<file path="src/hw/rtl/wsd_pkg.sv">
// Shared types and constants for the work-stealing task deque.
// No dependencies; imported by wsd_ctrl and the top level of the block.
package wsd_pkg;

	// Storage geometry
	localparam int DEPTH        = 256;
	localparam int HANDLE_WIDTH = 48;
	localparam int SLOT_W       = $clog2(DEPTH);
	localparam int IDX_W        = $clog2(2 * DEPTH);
	localparam int OCC_W        = $clog2(DEPTH + 1);
	localparam int IDX_MOD      = 2 * DEPTH;

	// Operation codes
	typedef logic [1:0] op_t;
	localparam op_t OP_PUSH  = 2'd0;
	localparam op_t OP_POP   = 2'd1;
	localparam op_t OP_STEAL = 2'd2;

	// Status codes
	typedef logic [1:0] status_t;
	localparam status_t ST_DONE  = 2'd0;
	localparam status_t ST_EMPTY = 2'd1;
	localparam status_t ST_FULL  = 2'd2;

	typedef logic [IDX_W-1:0]        idx_t;
	typedef logic [SLOT_W-1:0]       slot_t;
	typedef logic [OCC_W-1:0]        occ_t;
	typedef logic [HANDLE_WIDTH-1:0] handle_t;

	// Input transaction
	typedef struct packed {
		op_t     operation;
		handle_t task_handle;
	} in_item_t;

	// Result transaction
	typedef struct packed {
		handle_t taken_handle;
		status_t status;
		occ_t    occupancy;
	} out_item_t;

	// Memory command from the index controller
	typedef struct packed {
		logic    we;
		slot_t   waddr;
		handle_t wdata;
		logic    re;
		slot_t   raddr;
	} mem_cmd_t;

	// Result information carried alongside the memory read
	typedef struct packed {
		logic    take;
		status_t status;
		occ_t    occupancy;
	} res_info_t;

endpackage

</file>
<file path="src/hw/rtl/wsd_ctrl.sv">
// Index controller: holds top and bottom indices, decodes each operation
// into a memory command and result information. Depends on wsd_pkg.
module wsd_ctrl (
	input  logic                clk,
	input  logic                arst_n,
	input  logic                accept,
	input  wsd_pkg::in_item_t   item,
	output wsd_pkg::mem_cmd_t   cmd,
	output wsd_pkg::res_info_t  info
);
	import wsd_pkg::*;

	idx_t top_q;
	idx_t bottom_q;
	idx_t top_nxt;
	idx_t bottom_nxt;
	occ_t held;
	occ_t held_nxt;
	logic [IDX_W:0] diff;
	logic [IDX_W:0] diff_nxt;

	function automatic idx_t idx_inc(idx_t i);
		return (i == idx_t'(IDX_MOD - 1)) ? '0 : idx_t'(i + 1'b1);
	endfunction

	function automatic idx_t idx_dec(idx_t i);
		return (i == '0) ? idx_t'(IDX_MOD - 1) : idx_t'(i - 1'b1);
	endfunction

	function automatic slot_t slot_of(idx_t i);
		return (i >= idx_t'(DEPTH)) ? slot_t'(i - idx_t'(DEPTH)) : slot_t'(i);
	endfunction

	// Occupancy before the operation, modulo twice the depth
	always_comb begin
		if (bottom_q >= top_q) begin
			diff = {1'b0, bottom_q} - {1'b0, top_q};
		end else begin
			diff = {1'b0, bottom_q} + (IDX_W+1)'(IDX_MOD) - {1'b0, top_q};
		end
		held = occ_t'(diff);
	end

	// Operation decode, then occupancy after the operation
	always_comb begin
		top_nxt     = top_q;
		bottom_nxt  = bottom_q;
		cmd         = '0;
		cmd.wdata   = item.task_handle;
		cmd.waddr   = slot_of(bottom_q);
		info.take   = 1'b0;
		info.status = ST_DONE;
		case (item.operation)
			OP_PUSH: begin
				if (held >= occ_t'(DEPTH)) begin
					info.status = ST_FULL;
				end else begin
					cmd.we     = 1'b1;
					bottom_nxt = idx_inc(bottom_q);
				end
			end
			OP_POP: begin
				if (held == '0) begin
					info.status = ST_EMPTY;
				end else begin
					cmd.re    = 1'b1;
					cmd.raddr = slot_of(idx_dec(bottom_q));
					info.take = 1'b1;
					if (held == occ_t'(1)) begin
						top_nxt = bottom_q;
					end else begin
						bottom_nxt = idx_dec(bottom_q);
					end
				end
			end
			OP_STEAL: begin
				if (held == '0) begin
					info.status = ST_EMPTY;
				end else begin
					cmd.re    = 1'b1;
					cmd.raddr = slot_of(top_q);
					info.take = 1'b1;
					top_nxt   = idx_inc(top_q);
				end
			end
			default: begin
				// undefined code: no change
			end
		endcase
		cmd.we = cmd.we & accept;
		cmd.re = cmd.re & accept;

		if (bottom_nxt >= top_nxt) begin
			diff_nxt = {1'b0, bottom_nxt} - {1'b0, top_nxt};
		end else begin
			diff_nxt = {1'b0, bottom_nxt} + (IDX_W+1)'(IDX_MOD) - {1'b0, top_nxt};
		end
		held_nxt       = occ_t'(diff_nxt);
		info.occupancy = held_nxt;
	end

	// Index registers
	always_ff @(posedge clk or negedge arst_n) begin
		if (!arst_n) begin
			top_q    <= '0;
			bottom_q <= '0;
		end else if (accept) begin
			top_q    <= top_nxt;
			bottom_q <= bottom_nxt;
		end
	end

endmodule

</file>
<file path="config.mk">
export PLATFORM = sky130hd
export DESIGN_NAME = wsd_ctrl
export DESIGN_NICKNAME = d
export VERILOG_FILES = /design/src/hw/rtl/wsd_pkg.sv /design/src/hw/rtl/wsd_ctrl.sv
export SDC_FILE = /design/constraint.sdc
export NUM_CORES = 1
export LEC_CHECK = 0
export BUFFER_PORTS_ARGS = -buffer_cell sky130_fd_sc_hd__buf_2
export CELL_PAD_IN_SITES_DETAIL_PLACEMENT = 1
export CELL_PAD_IN_SITES_GLOBAL_PLACEMENT = 1
export CORE_ASPECT_RATIO = 1.75
export CORE_MARGIN = 5
export CORE_UTILIZATION = 24
export CTS_BUF_LIST = sky130_fd_sc_hd__clkbuf_4
export DETAILED_ROUTE_END_ITERATION = 8
export PLACE_DENSITY_LB_ADDON = 0.25
export SYNTH_ARGS = -nofsm -noshare
export SYNTH_HDL_FRONTEND = slang
export SYNTH_SLANG_ARGS = --single-unit
export TNS_END_PERCENT = 5
</file>
<file path="constraint.sdc">
create_clock -name clk -period 8.6 [get_ports clk]
set_clock_uncertainty 0.15 [all_clocks]
set_input_delay 0.86 -clock clk [delete_from_list [all_inputs] [get_ports clk]]
set_output_delay 0.86 -clock clk [all_outputs]
set_load 0.01 [all_outputs]
</file>
* Yosys cells after proc, flatten, opt, wreduce, memory -nomap -nowiden
Cells that the tools add are included.
** Operators by class
- Add/sub/neg operators :: 12
- Magnitude comparators :: 6
- Equal/unequal tests :: 5
- Mux-type cells :: 26
- Bitwise logic cells :: 2
- Reductions and logical operators :: 4
** Operator list (count)
- $mux W9 :: 13
- $pmux W9 S2 :: 3
- $add A9 B1 Y9 const B :: 4
- $ge A9 B9 Y1 const B :: 4
- $sub A9 B9 Y9 :: 4
- $mux W8 :: 3
- $sub A8 B1 Y8 const B :: 3
- $eq A9 B9 Y1 const B :: 2
- $ge A9 B9 Y1 :: 2
- $logic_not A9 Y1 :: 2
- $eq A9 B1 Y1 const B :: 1
- $sub A9 B1 Y9 const B :: 1
- $mux W1 :: 5
- $pmux W2 S2 :: 1
- $and A1 B1 Y1 :: 2
- $eq A2 B1 Y1 const B :: 1
- $eq A2 B2 Y1 const B :: 1
- $logic_not A2 Y1 :: 1
- $mux W2 :: 1
- $reduce_or A2 Y1 :: 1
** Storage, ports and cells
- Bits in registers :: 18
- Bits of input ports :: 53
- Output and inout bits :: 78
- Logic and storage cells :: 57

* Longest topological paths before layout
Gate-level depths: netlist of the first run.
- Depth after elaboration :: 10
- Mapped depth :: 24
- Depth with buffers taken out :: 23

* Worst setup path after synthesis of the first run
Ideal clock, no wire load.
- Kind :: reg-to-output
- Start :: reg bottom_q[0]
- End :: out info[8] (netlist name)
- Arrival time :: 4566 ps
- Required time :: 7590 ps
- Path slack :: 3024 ps
- Cell stages (with the launch flop) :: 25
- Buffers on the path :: 1
- Path through :: dfrtp_1 > inv_1 > ha_1 > fa_1 > nand2b_1 > a21oi_1 > mux2i_1 > nand3_1 > nor4_4 > buf_2 > a21oi_1 > o21ai_1 > nand2_1 > o211ai_1 > ha_1 > inv_1 > fa_1 > nand2_1 > nand2_1 > a21oi_1 > o21bai_1 > a21oi_1 > o21ai_0 > xnor2_2 > xnor2_1
** RTL lines
- from (decl) :: RTL line wsd_ctrl.sv:14 : idx_t bottom_q;
- from (signal assigned) :: RTL line wsd_ctrl.sv:109 : bottom_q <= bottom_nxt;
- to (decl) :: RTL line wsd_ctrl.sv:9 : output wsd_pkg::res_info_t info

==> results of run 1 <==
-- cells by family (layout without fill, tap and decap cells) --
family	after synthesis	after routing
other	0	1
adders and majority gates	27	27
xor gates and xnor gates	17	17
muxes	10	10
DFF	18	18
buffers and inverters	107	67
AOI/OAI and AO/OA	126	126
and+or+nand+nor	142	142
-- final timing paths --
path | from | to | slack, ns | cells past startpoint
max in group asynchronous | arst_n | bottom_q[5]$_DFFE_PN0P_ | 7.61 | 1
max | bottom_q[0]$_DFFE_PN0P_ | info[8] | 1.30 | 23
max reg2reg | bottom_q[0]$_DFFE_PN0P_ | top_q[8]$_DFFE_PN0P_ | 4.35 | 12
min in group clk | top_q[3]$_DFFE_PN0P_ | top_q[3]$_DFFE_PN0P_ | 0.51 | 1
min | arst_n | bottom_q[8]$_DFFE_PN0P_ | 0.33 | 1
min reg2reg | top_q[3]$_DFFE_PN0P_ | top_q[3]$_DFFE_PN0P_ | 0.51 | 1
-- metrics by stage --
stage	hold slack (ns)	instance area, um2	util (%)	power (mW)	instances
2_1_floorplan	0.3985	3253	-	0.7761	447
3_3_place_gp	0.4581	3148	23.52	1.022	578
3_5_place_dp	0.4699	3148	23.52	1.034	578
4_1_cts	0.3394	3171	23.69	1.090	581
5_1_grt	0.3623	3173	23.71	1.168	582
6_report	0.3253	3173	23.71	1.077	582
-- where the power goes --
group / leakage, nW / internal (mW) / total (mW) / switching, mW
Sequential: 0.231 / 0.108 / 0.184 / 0.0758
Clock: 0.0138 / 0.0165 / 0.0524 / 0.0358
Combinational: 1.10 / 0.335 / 0.841 / 0.505
Total: 1.34 / 0.460 / 1.08 / 0.617
-- layout by cell type (no fill, tap or decap), types with 6 or more instances in the layout --
master / instances
or3_1: 7
o211ai_1: 8
inv_1: 27
nor3_1: 7
a32oi_1: 6
nand3_1: 18
buf_2: 34
a31oi_1: 7
xnor2_1: 11
and2_1: 6
ha_1: 25
nand2_1: 42
o21ai_0: 21
a21o_1: 7
dfrtp_1: 18
mux2i_1: 6
a21oi_1: 28
nor2_1: 32
-- final cells by class --
| cell class | instances | area [um2] | share of cell area (%) |
|---|---|---|---|
| multi-input combinational | 322 | 2186 | 68.89 |
| timing repair buffer | 37 | 192.7 | 6.073 |
| clock buffer | 3 | 22.52 | 0.7098 |
| sequential | 18 | 450.4 | 14.20 |
| tap | 174 | 217.7 | 6.861 |
| antenna | 1 | 2.502 | 0.07886 |
| inverter | 27 | 101.3 | 3.194 |
-- layer usage --
layer,wire [um],vias up,global-route usage (%)
met5,0,-,0
met4,793,0,10.40
met3,276,49,0.8925
met2,7698,67,33.56
met1,4550,1529,14.98
li1,-,1457,-
-- flip-flops by register name (all words and copies together) (netlist names) --
register  flops
bottom_q      9
top_q         9
-- worst max-delay path: stages (launching register included) --
cell	delay [ns]
dfrtp_1	0.50
inv_1	0.14
ha_1	0.26
fa_1	0.41
nand2b_1	0.21
a21o_1	0.19
a21oi_1	0.22
nor2_1	0.17
nor4_4	0.74
nand2_1	0.40
or3_1	0.49
o211ai_1	0.12
ha_1	0.18
inv_1	0.06
fa_1	0.40
nand2_1	0.08
nand2_1	0.07
a21oi_1	0.24
o21bai_1	0.10
a21oi_1	0.23
o21ai_0	0.25
xnor2_2	0.23
xnor2_1	0.13
buf_2	0.15
==> results.sh, run 1 <==
export IMPL_die_h_um=164.0
export IMPL_cts_hold_buffers=0
export IMPL_cts_tree="yes"
export IMPL_maxCapViolCount=0
export IMPL_slew_headroom_pct=34.16
export IMPL_area_delta_synth_final_pct=-2.462
export IMPL_synthCells=447
export IMPL_pre_cts_ws_ns=1.674
export IMPL_cts_buffer_depth=2
export IMPL_async_flop_share_pct=100.0
export IMPL_ys_top_cells_by_count="buf_4, nand2_1, nor2_1, a21oi_1, inv_1"
export IMPL_maxSlewViolCount=0
export IMPL_wirelength_um=13320
export IMPL_fin_tns_setup_ns=0
export IMPL_clk_pin_slew_ns=0.13
export IMPL_layout_nets=489
export IMPL_irDropWorstVdd_uv=167.6
export IMPL_synthTopCellsByArea="dfrtp_1, buf_4, ha_1"
export IMPL_clkLatencyLatePin_ns=0.34
export IMPL_synth_most_common_cell="buf_4"
export IMPL_route_detailed_drc=0
export IMPL_worst_pin_slew_ns=0.9794
export IMPL_drive_gt1_share_pct=13.27
export IMPL_coreArea_um2=13380
export IMPL_power_density_nw_per_um2=339.3
export IMPL_synth_fp_nets=527
export IMPL_cts_root_buffer="clkbuf_4"
export IMPL_synth_top_family_by_area="compound AO/OA/AOI/OAI gates"
export IMPL_grt_pass1_vias=3340
export IMPL_min_period_ns=7.299
export IMPL_synthSimpleGateAreaFrac_pct=22.19
export IMPL_finalHoldViolCount=0
export IMPL_critical_path_arrival_ns=6.29
export IMPL_cts_resized=0
export IMPL_vias=3102
export IMPL_grt_first_pass_wirelength_um=19850
export IMPL_path_class="reg -> out"
export IMPL_post_cts_buffers=0
export IMPL_power_leakage_nw=1.341
export IMPL_synth_compound_area_share_pct=26.12
export IMPL_status="finished clean"
export IMPL_grt_ovfl_total=0
export IMPL_h_tree_depth=1
export IMPL_die_w_um=98.01
export IMPL_setup_violations=0
export IMPL_synth_main_ff_cell="dfrtp_1"
export IMPL_syn_area_per_cell_um2=7.278
export IMPL_num_rows=56
export IMPL_rsz0062_at_grt="false"
export IMPL_synth_edff_count=0
export IMPL_fillerInstances=1643
export IMPL_global_route_usage_total_pct=16.29
export IMPL_io_pins=131
export IMPL_clock_sinks=18
export IMPL_die_area_um2=16080
export IMPL_hp_class="in -> async"
export IMPL_required_ns=7.59
export IMPL_synth_area_um2=3253
export IMPL_first_pass_iters=4
export IMPL_fin_crit_sh_pct=84.88
export IMPL_path_max_fanout=15
export IMPL_yosys_warnings=0
export IMPL_vias_per_cell=5.330
export IMPL_antenna_found_initial=1
export IMPL_initial_core_util_pct=24.31
export IMPL_drt_wirelength_per_cell_um=22.88
export IMPL_muxShareOfSynthArea_pct=3.231
export IMPL_drt_iter0_markers=185
export IMPL_start_kind="flip-flop"
export IMPL_grt_max_degree=27
export IMPL_synth_fa_ha_area_share_pct=10.85
export IMPL_final_antenna_net_count=0
export IMPL_ys_ff_latch=18
export IMPL_port_buffers=34
export IMPL_synth_xor_area_share_pct=4.808
export IMPL_cts_buffers=3
export IMPL_timing_final_ws_setup_ns=1.301
export IMPL_synth_seq_area_share_pct=13.85
export IMPL_synth_cell_types=64
export IMPL_synth_top_area_cell="dfrtp_1"
export IMPL_dp_hpwl_um=10970
export IMPL_gp_routability_congestion=0.8823
export IMPL_synth_top_area_share_pct=13.85
export IMPL_endpoint_kind="output pin"
export IMPL_max_freq_mhz=137.0
No activity file was read; power rests on OpenSTA's default activity.
==> run 2, diff against run 1 <==
--- a/config.mk
+++ b/config.mk
@@ -5,6 +5,7 @@
 export SDC_FILE = /design/constraint.sdc
 export NUM_CORES = 1
 export LEC_CHECK = 0
+export ABC_AREA = 1
 export BUFFER_PORTS_ARGS = -buffer_cell sky130_fd_sc_hd__buf_2
 export CELL_PAD_IN_SITES_DETAIL_PLACEMENT = 1
 export CELL_PAD_IN_SITES_GLOBAL_PLACEMENT = 1
==> constraint.sdc (replaced) <==
create_clock -name clk -period 6.8 [get_ports clk]
set_clock_uncertainty 0.15 [all_clocks]
set_input_delay 0.68 -clock clk [delete_from_list [all_inputs] [get_ports clk]]
set_output_delay 0.68 -clock clk [all_outputs]
set_load 0.01 [all_outputs]
==> run 2 against run 1 <==
  * Clock power grew 8.6%
  * Setup slack lost 0.53 ns
  * Hold slack lost 0.16 ns
  * Die area grew 4.5%
  * Synthesized area grew 4.9%
  * Final area grew 7.3%
  * Via count grew 14%
  * Utilization grew 0.76 points
  * Largest power group unchanged
==> results.sh, run 2 <==
export IMPL_status="finished clean"
export IMPL_clock_sinks=18
export IMPL_grt_ovfl_total=0
export IMPL_port_buffers=34
export IMPL_holdWs_ns=0.1677
export IMPL_fin_area_um2=3403
export IMPL_area_delta_synth_final_pct=-0.2934
export IMPL_dp_hpwl_um=11990
export IMPL_final_common_cell="nand2_1"
export IMPL_final_antenna_net_count=0
export IMPL_cts_resized=0
export IMPL_die_h_um=167.8
export IMPL_critical_path_arrival_ns=5.20
export IMPL_synth_fp_nets=643
export IMPL_synth_cell_types=38
export IMPL_hp_class="in -> async"
export IMPL_drive_gt1_share_pct=13.12
export IMPL_place_area_um2=3374
export IMPL_cts_buffer_depth=2
export IMPL_cts_tree="yes"
export IMPL_path_class="reg -> out"
export IMPL_maxSlewViolCount=0
export IMPL_slowest_stage="fa_1"
export IMPL_power_leakage_nw=1.805
export IMPL_power_density_nw_per_um2=293.5
export IMPL_cts_root_buffer="clkbuf_4"
export IMPL_clkLatencyLatePin_ns=0.29
export IMPL_async_flop_share_pct=100.0
export IMPL_die_w_um=100.2
export IMPL_synth_seq_area_share_pct=13.20
export IMPL_crit_top_cell="nand2_1"
export IMPL_antenna_found_initial=1
export IMPL_finalHoldViolCount=0
export IMPL_path_max_fanout=9
export IMPL_syn_area_per_cell_um2=6.063
export IMPL_min_period_ns=6.026
export IMPL_synthCells=563
export IMPL_fillerInstances=1835
export IMPL_initial_core_util_pct=24.54
export IMPL_fin_crit_sh_pct=88.61
export IMPL_slew_headroom_pct=55.24
export IMPL_setup_violations=0
export IMPL_synth_top_area_cell="nand2_1"
export IMPL_fin_tns_setup_ns=0
export IMPL_critPathMaxStageDelay_ns=0.41
export IMPL_grt_max_degree=26
export IMPL_reg_largest_list="bottom_q (9), top_q (9)"
export IMPL_io_pins=131
export IMPL_synth_area_um2=3413
export IMPL_finalNonFillerCells=719
export IMPL_grt_first_pass_wirelength_um=21920
export IMPL_coreArea_um2=13910
export IMPL_synth_main_ff_cell="dfrtp_1"
export IMPL_grt_pass1_vias=3894
export IMPL_synth_edff_count=0
export IMPL_num_rows=57
export IMPL_layout_nets=622
export IMPL_drt_wirelength_per_cell_um=19.58
export IMPL_wirelength_um=14080
export IMPL_ys_ff_latch=18
export IMPL_vias_per_cell=4.936
export IMPL_post_cts_buffers=0
export IMPL_yosys_warnings=0
export IMPL_route_detailed_drc=0
export IMPL_first_pass_iters=4
export IMPL_ys_top_cells_by_count="nand2_1, inv_1, buf_4, nand3_1, nor2_1"
export IMPL_synthTopCellsByArea="nand2_1, dfrtp_1, buf_4"
export IMPL_die_area_um2=16800
export IMPL_synth_most_common_cell="nand2_1"
export IMPL_maxCapViolCount=0
export IMPL_synth_top_family_by_area="simple AND/OR/NAND/NOR gates"
export IMPL_pre_cts_ws_ns=1.118
export IMPL_synth_top_area_share_pct=17.38
export IMPL_synthSimpleGateAreaFrac_pct=34.38
export IMPL_layout_common_cells="nand2_1, inv_1, nand3_1, buf_2, nor2_1"
export IMPL_cts_buffers=3
export IMPL_gp_routability_congestion=0.8741
export IMPL_synth_compound_area_share_pct=15.95
export IMPL_clk_pin_slew_ns=0.11
export IMPL_global_route_usage_total_pct=16.91
export IMPL_timing_final_ws_setup_ns=0.7742
export IMPL_critPathBufInv=8
export IMPL_h_tree_depth=1
export IMPL_synth_fa_ha_area_share_pct=10.34
export IMPL_dp_cells=714
export IMPL_drt_iter0_markers=112
export IMPL_vias=3549
export IMPL_synth_xor_area_share_pct=3.079
export IMPL_cts_hold_buffers=0
export IMPL_critPathTopFamily="simple AND/OR/NAND/NOR gates"
export IMPL_required_ns=5.97
export IMPL_worst_pin_slew_ns=0.6689
export IMPL_rsz0062_at_grt="false"
export IMPL_endpoint_kind="output pin"
export IMPL_muxShareOfSynthArea_pct=0
export IMPL_irDropWorstVdd_uv=109.6
export IMPL_start_kind="flip-flop"
export IMPL_max_freq_mhz=166.0
-- run 2: worst paths after layout --
check / from / end / slack [ns] / cells after the start
setup reg to reg: bottom_q[0]$_DFFE_PN0P_ / top_q[1]$_DFFE_PN0P_ / 3.42 / 17
max in group asynchronous: arst_n / top_q[8]$_DFFE_PN0P_ / 6.01 / 1
setup / recovery: bottom_q[0]$_DFFE_PN0P_ / info[8] / 0.77 / 34
min in group clk: bottom_q[8]$_DFFE_PN0P_ / bottom_q[8]$_DFFE_PN0P_ / 0.47 / 2
hold reg to reg: bottom_q[8]$_DFFE_PN0P_ / bottom_q[8]$_DFFE_PN0P_ / 0.47 / 2
hold / removal: arst_n / top_q[5]$_DFFE_PN0P_ / 0.17 / 1
-- run 2: kinds of logic after synthesis --
family	count (synthesis)
flops	18
simple gates	268
xor+xnor	12
compound gates	90
fa+ha+maj	27
buf+inv	148
-- run 2: routing by layer --
metal  part of all wire [%]  wire, um  GRT usage, %  up-vias
li1                       -         -             -     1714
met1                     34      4735         16.10     1689
met2                     56      7846         32.96       82
met3                    2.4       341        0.9575       64
met4                    8.2      1156         11.91        0
met5                      0         0             0        -
-- run 2: cell type report --
cell class	instances	area, um2	area share (%)
multi-input cells	397	2176	63.93
flip-flops and latches	18	450.4	13.24
inverters	81	304.0	8.934
repair buffers	41	222.7	6.544
well taps	177	221.5	6.507
clock buffers	3	22.52	0.6618
clock inverters	1	3.754	0.1103
diodes	1	2.502	0.07353
-- run 2: where the power goes --
part           internal (mW)  leakage [nW]  total, mW  switching (mW)
Combinational          0.253          1.56      0.766           0.513
Sequential             0.128         0.227      0.176          0.0476
Clock                 0.0213        0.0154     0.0569          0.0356
Total                  0.403          1.80      0.999           0.596
-- run 2: metrics by stage --
step	utilization, %	total power [mW]
3_3_place_gp	24.26	0.9436
4_1_cts	24.45	1.015
5_1_grt	24.47	1.107
3_5_place_dp	24.26	0.9526
6_report	24.47	0.9987
2_1_floorplan	-	0.7225
==> run 3, diff against run 2 <==
==> constraint.sdc (replaced) <==
create_clock -name clk -period 6 [get_ports clk]
set_clock_uncertainty 0.15 [all_clocks]
set_input_delay 0.6 -clock clk [delete_from_list [all_inputs] [get_ports clk]]
set_output_delay 0.6 -clock clk [all_outputs]
set_load 0.01 [all_outputs]
==> run 3 against run 2 <==
  * Combinational power is 27% higher
  * Total power up 23%
  * Non-clock buffer count is 15 higher
  * Highest routed layer unchanged
  * Sequential share of layout area is 0.56 points lower
  * Via count increased by 2.4%
  * Global-route usage increased by 0.61 points
  * Die area stayed put
  * Count of clock-buffer cells in the layout unchanged
==> results.sh, run 3 (same netlist as run 2, synthesis figures left out) <==
export IMPL_power_leakage_nw=1.863
export IMPL_worst_pin_slew_ns=0.6205
export IMPL_path_class="reg -> out"
export IMPL_antenna_found_initial=1
export IMPL_finalNonFillerCells=734
export IMPL_pre_cts_ws_ns=0.4100
export IMPL_endpoint_kind="output pin"
export IMPL_hp_class="in -> async"
export IMPL_crit_top_cell="nand2_1"
export IMPL_first_pass_iters=4
export IMPL_clk_pin_slew_ns=0.15
export IMPL_route_detailed_drc=0
export IMPL_grt_first_pass_wirelength_um=22430
export IMPL_num_rows=57
export IMPL_min_period_ns=5.680
export IMPL_wirelength_um=14680
export IMPL_fin_tns_setup_ns=0
export IMPL_coreArea_um2=13910
export IMPL_dp_hpwl_um=12120
export IMPL_io_pins=131
export IMPL_multi_input_area_um2=2215
export IMPL_cts_buffer_depth=2
export IMPL_layout_area_seq_um2=452.9
export IMPL_layout_nets=637
export IMPL_setup_violations=0
export IMPL_vias=3635
export IMPL_finalHoldViolCount=0
export IMPL_maxCapViolCount=0
export IMPL_cts_buffers=3
export IMPL_fin_area_um2=3573
export IMPL_critPathBufInv=7
export IMPL_grt_pass1_vias=4040
export IMPL_path_max_fanout=7
export IMPL_reg_largest_list="bottom_q (9), top_q (9)"
export IMPL_irDropWorstVdd_uv=130.7
export IMPL_grtUsageMet3_pct=1.082
export IMPL_critPathMaxStageDelay_ns=0.42
export IMPL_reg2reg_setup_slack_ns=2.89
export IMPL_global_route_usage_total_pct=17.52
export IMPL_fillerInstances=1817
export IMPL_use_met2_pct=35.90
export IMPL_die_h_um=167.8
export IMPL_cts_root_buffer="clkbuf_4"
export IMPL_gp_routability_congestion=0.9006
export IMPL_place_area_um2=3420
export IMPL_initial_core_util_pct=24.54
export IMPL_die_w_um=100.2
export IMPL_slowest_stage="fa_1"
export IMPL_power_density_nw_per_um2=342.6
export IMPL_port_buffers=34
export IMPL_cts_tree="yes"
export IMPL_h_tree_depth=1
export IMPL_critical_path_arrival_ns=4.93
export IMPL_drt_iter0_markers=144
export IMPL_top_usage_layer="met2"
export IMPL_area_delta_synth_final_pct=4.692
export IMPL_holdWs_ns=0.06199
export IMPL_final_antenna_net_count=0
export IMPL_layout_common_cells="nand2_1, inv_1, nand3_1, buf_2, nor2_1"
export IMPL_fin_crit_sh_pct=94.67
export IMPL_drive_gt1_share_pct=17.09
export IMPL_status="finished clean"
export IMPL_clkLatencyLatePin_ns=0.34
export IMPL_critPathTopFamily="simple AND/OR/NAND/NOR gates"
export IMPL_final_common_cell="nand2_1"
export IMPL_grt_max_degree=26
export IMPL_required_ns=5.25
export IMPL_clock_sinks=18
export IMPL_drt_wirelength_per_cell_um=20.00
export IMPL_timing_final_ws_setup_ns=0.3199
export IMPL_vias_per_cell=4.952
export IMPL_dp_cells=720
export IMPL_max_freq_mhz=176.1
export IMPL_start_kind="flip-flop"
export IMPL_die_area_um2=16800
export IMPL_use_met1_pct=15.55
export IMPL_grt_ovfl_total=0
export IMPL_slew_headroom_pct=58.63
export IMPL_maxSlewViolCount=0
-- run 3: layout make-up --
class | instances | share of cell area (%)
inverters | 81 | 8.613
well taps | 177 | 6.197
clock buffers | 3 | 0.6303
clock inverters | 1 | 0.1050
multi-input cells | 397 | 61.97
repair buffers | 56 | 9.734
diodes | 1 | 0.07003
flip-flops and latches | 18 | 12.68
-- run 3: per-layer routing --
| metal | share of wire [%] | wire (um) | vias to the layer above |
|---|---|---|---|
| li1 | - | - | 1742 |
| met1 | 33 | 4917 | 1768 |
| met2 | 59 | 8620 | 69 |
| met3 | 2.2 | 320 | 56 |
| met4 | 5.6 | 824 | 0 |
| met5 | 0 | 0 | - |
-- run 3: timing repair --
action | 4_1_cts | 5_1_grt
hold buffers | 0 | 0
endpoints found under the hold margin | 0 | 0
pin swaps | 1 | 4
endpoints found under the setup margin | 1 | 2
buffers inserted | 1 | 8
resized for setup | 0 | 13
-- run 3: final timing paths --
kind / startpoint / endpoint / cells past startpoint
min reg2reg: top_q[4]$_DFFE_PN0P_ / top_q[4]$_DFFE_PN0P_ / 2
min: arst_n / top_q[1]$_DFFE_PN0P_ / 1
max reg2reg: bottom_q[0]$_DFFE_PN0P_ / top_q[3]$_DFFE_PN0P_ / 19
max in group asynchronous: arst_n / top_q[3]$_DFFE_PN0P_ / 1
min in group clk: top_q[4]$_DFFE_PN0P_ / top_q[4]$_DFFE_PN0P_ / 2
max: bottom_q[0]$_DFFE_PN0P_ / info[8] / 35
-- run 3: power breakdown --
group          total (mW)  internal, mW  leakage [nW]  switching (mW)
clock network      0.0766        0.0245        0.0154          0.0521
logic               0.969         0.339          1.62           0.630
registers           0.179         0.146         0.225          0.0330
total                1.22         0.509          1.86           0.715
-- run 3: stage by stage --
step | util, % | power (mW)
after floorplan | - | 0.8189
after global placement | 24.59 | 1.089
after detailed placement | 24.59 | 1.097
after CTS | 24.83 | 1.182
after global routing | 25.70 | 1.335
final | 25.70 | 1.224
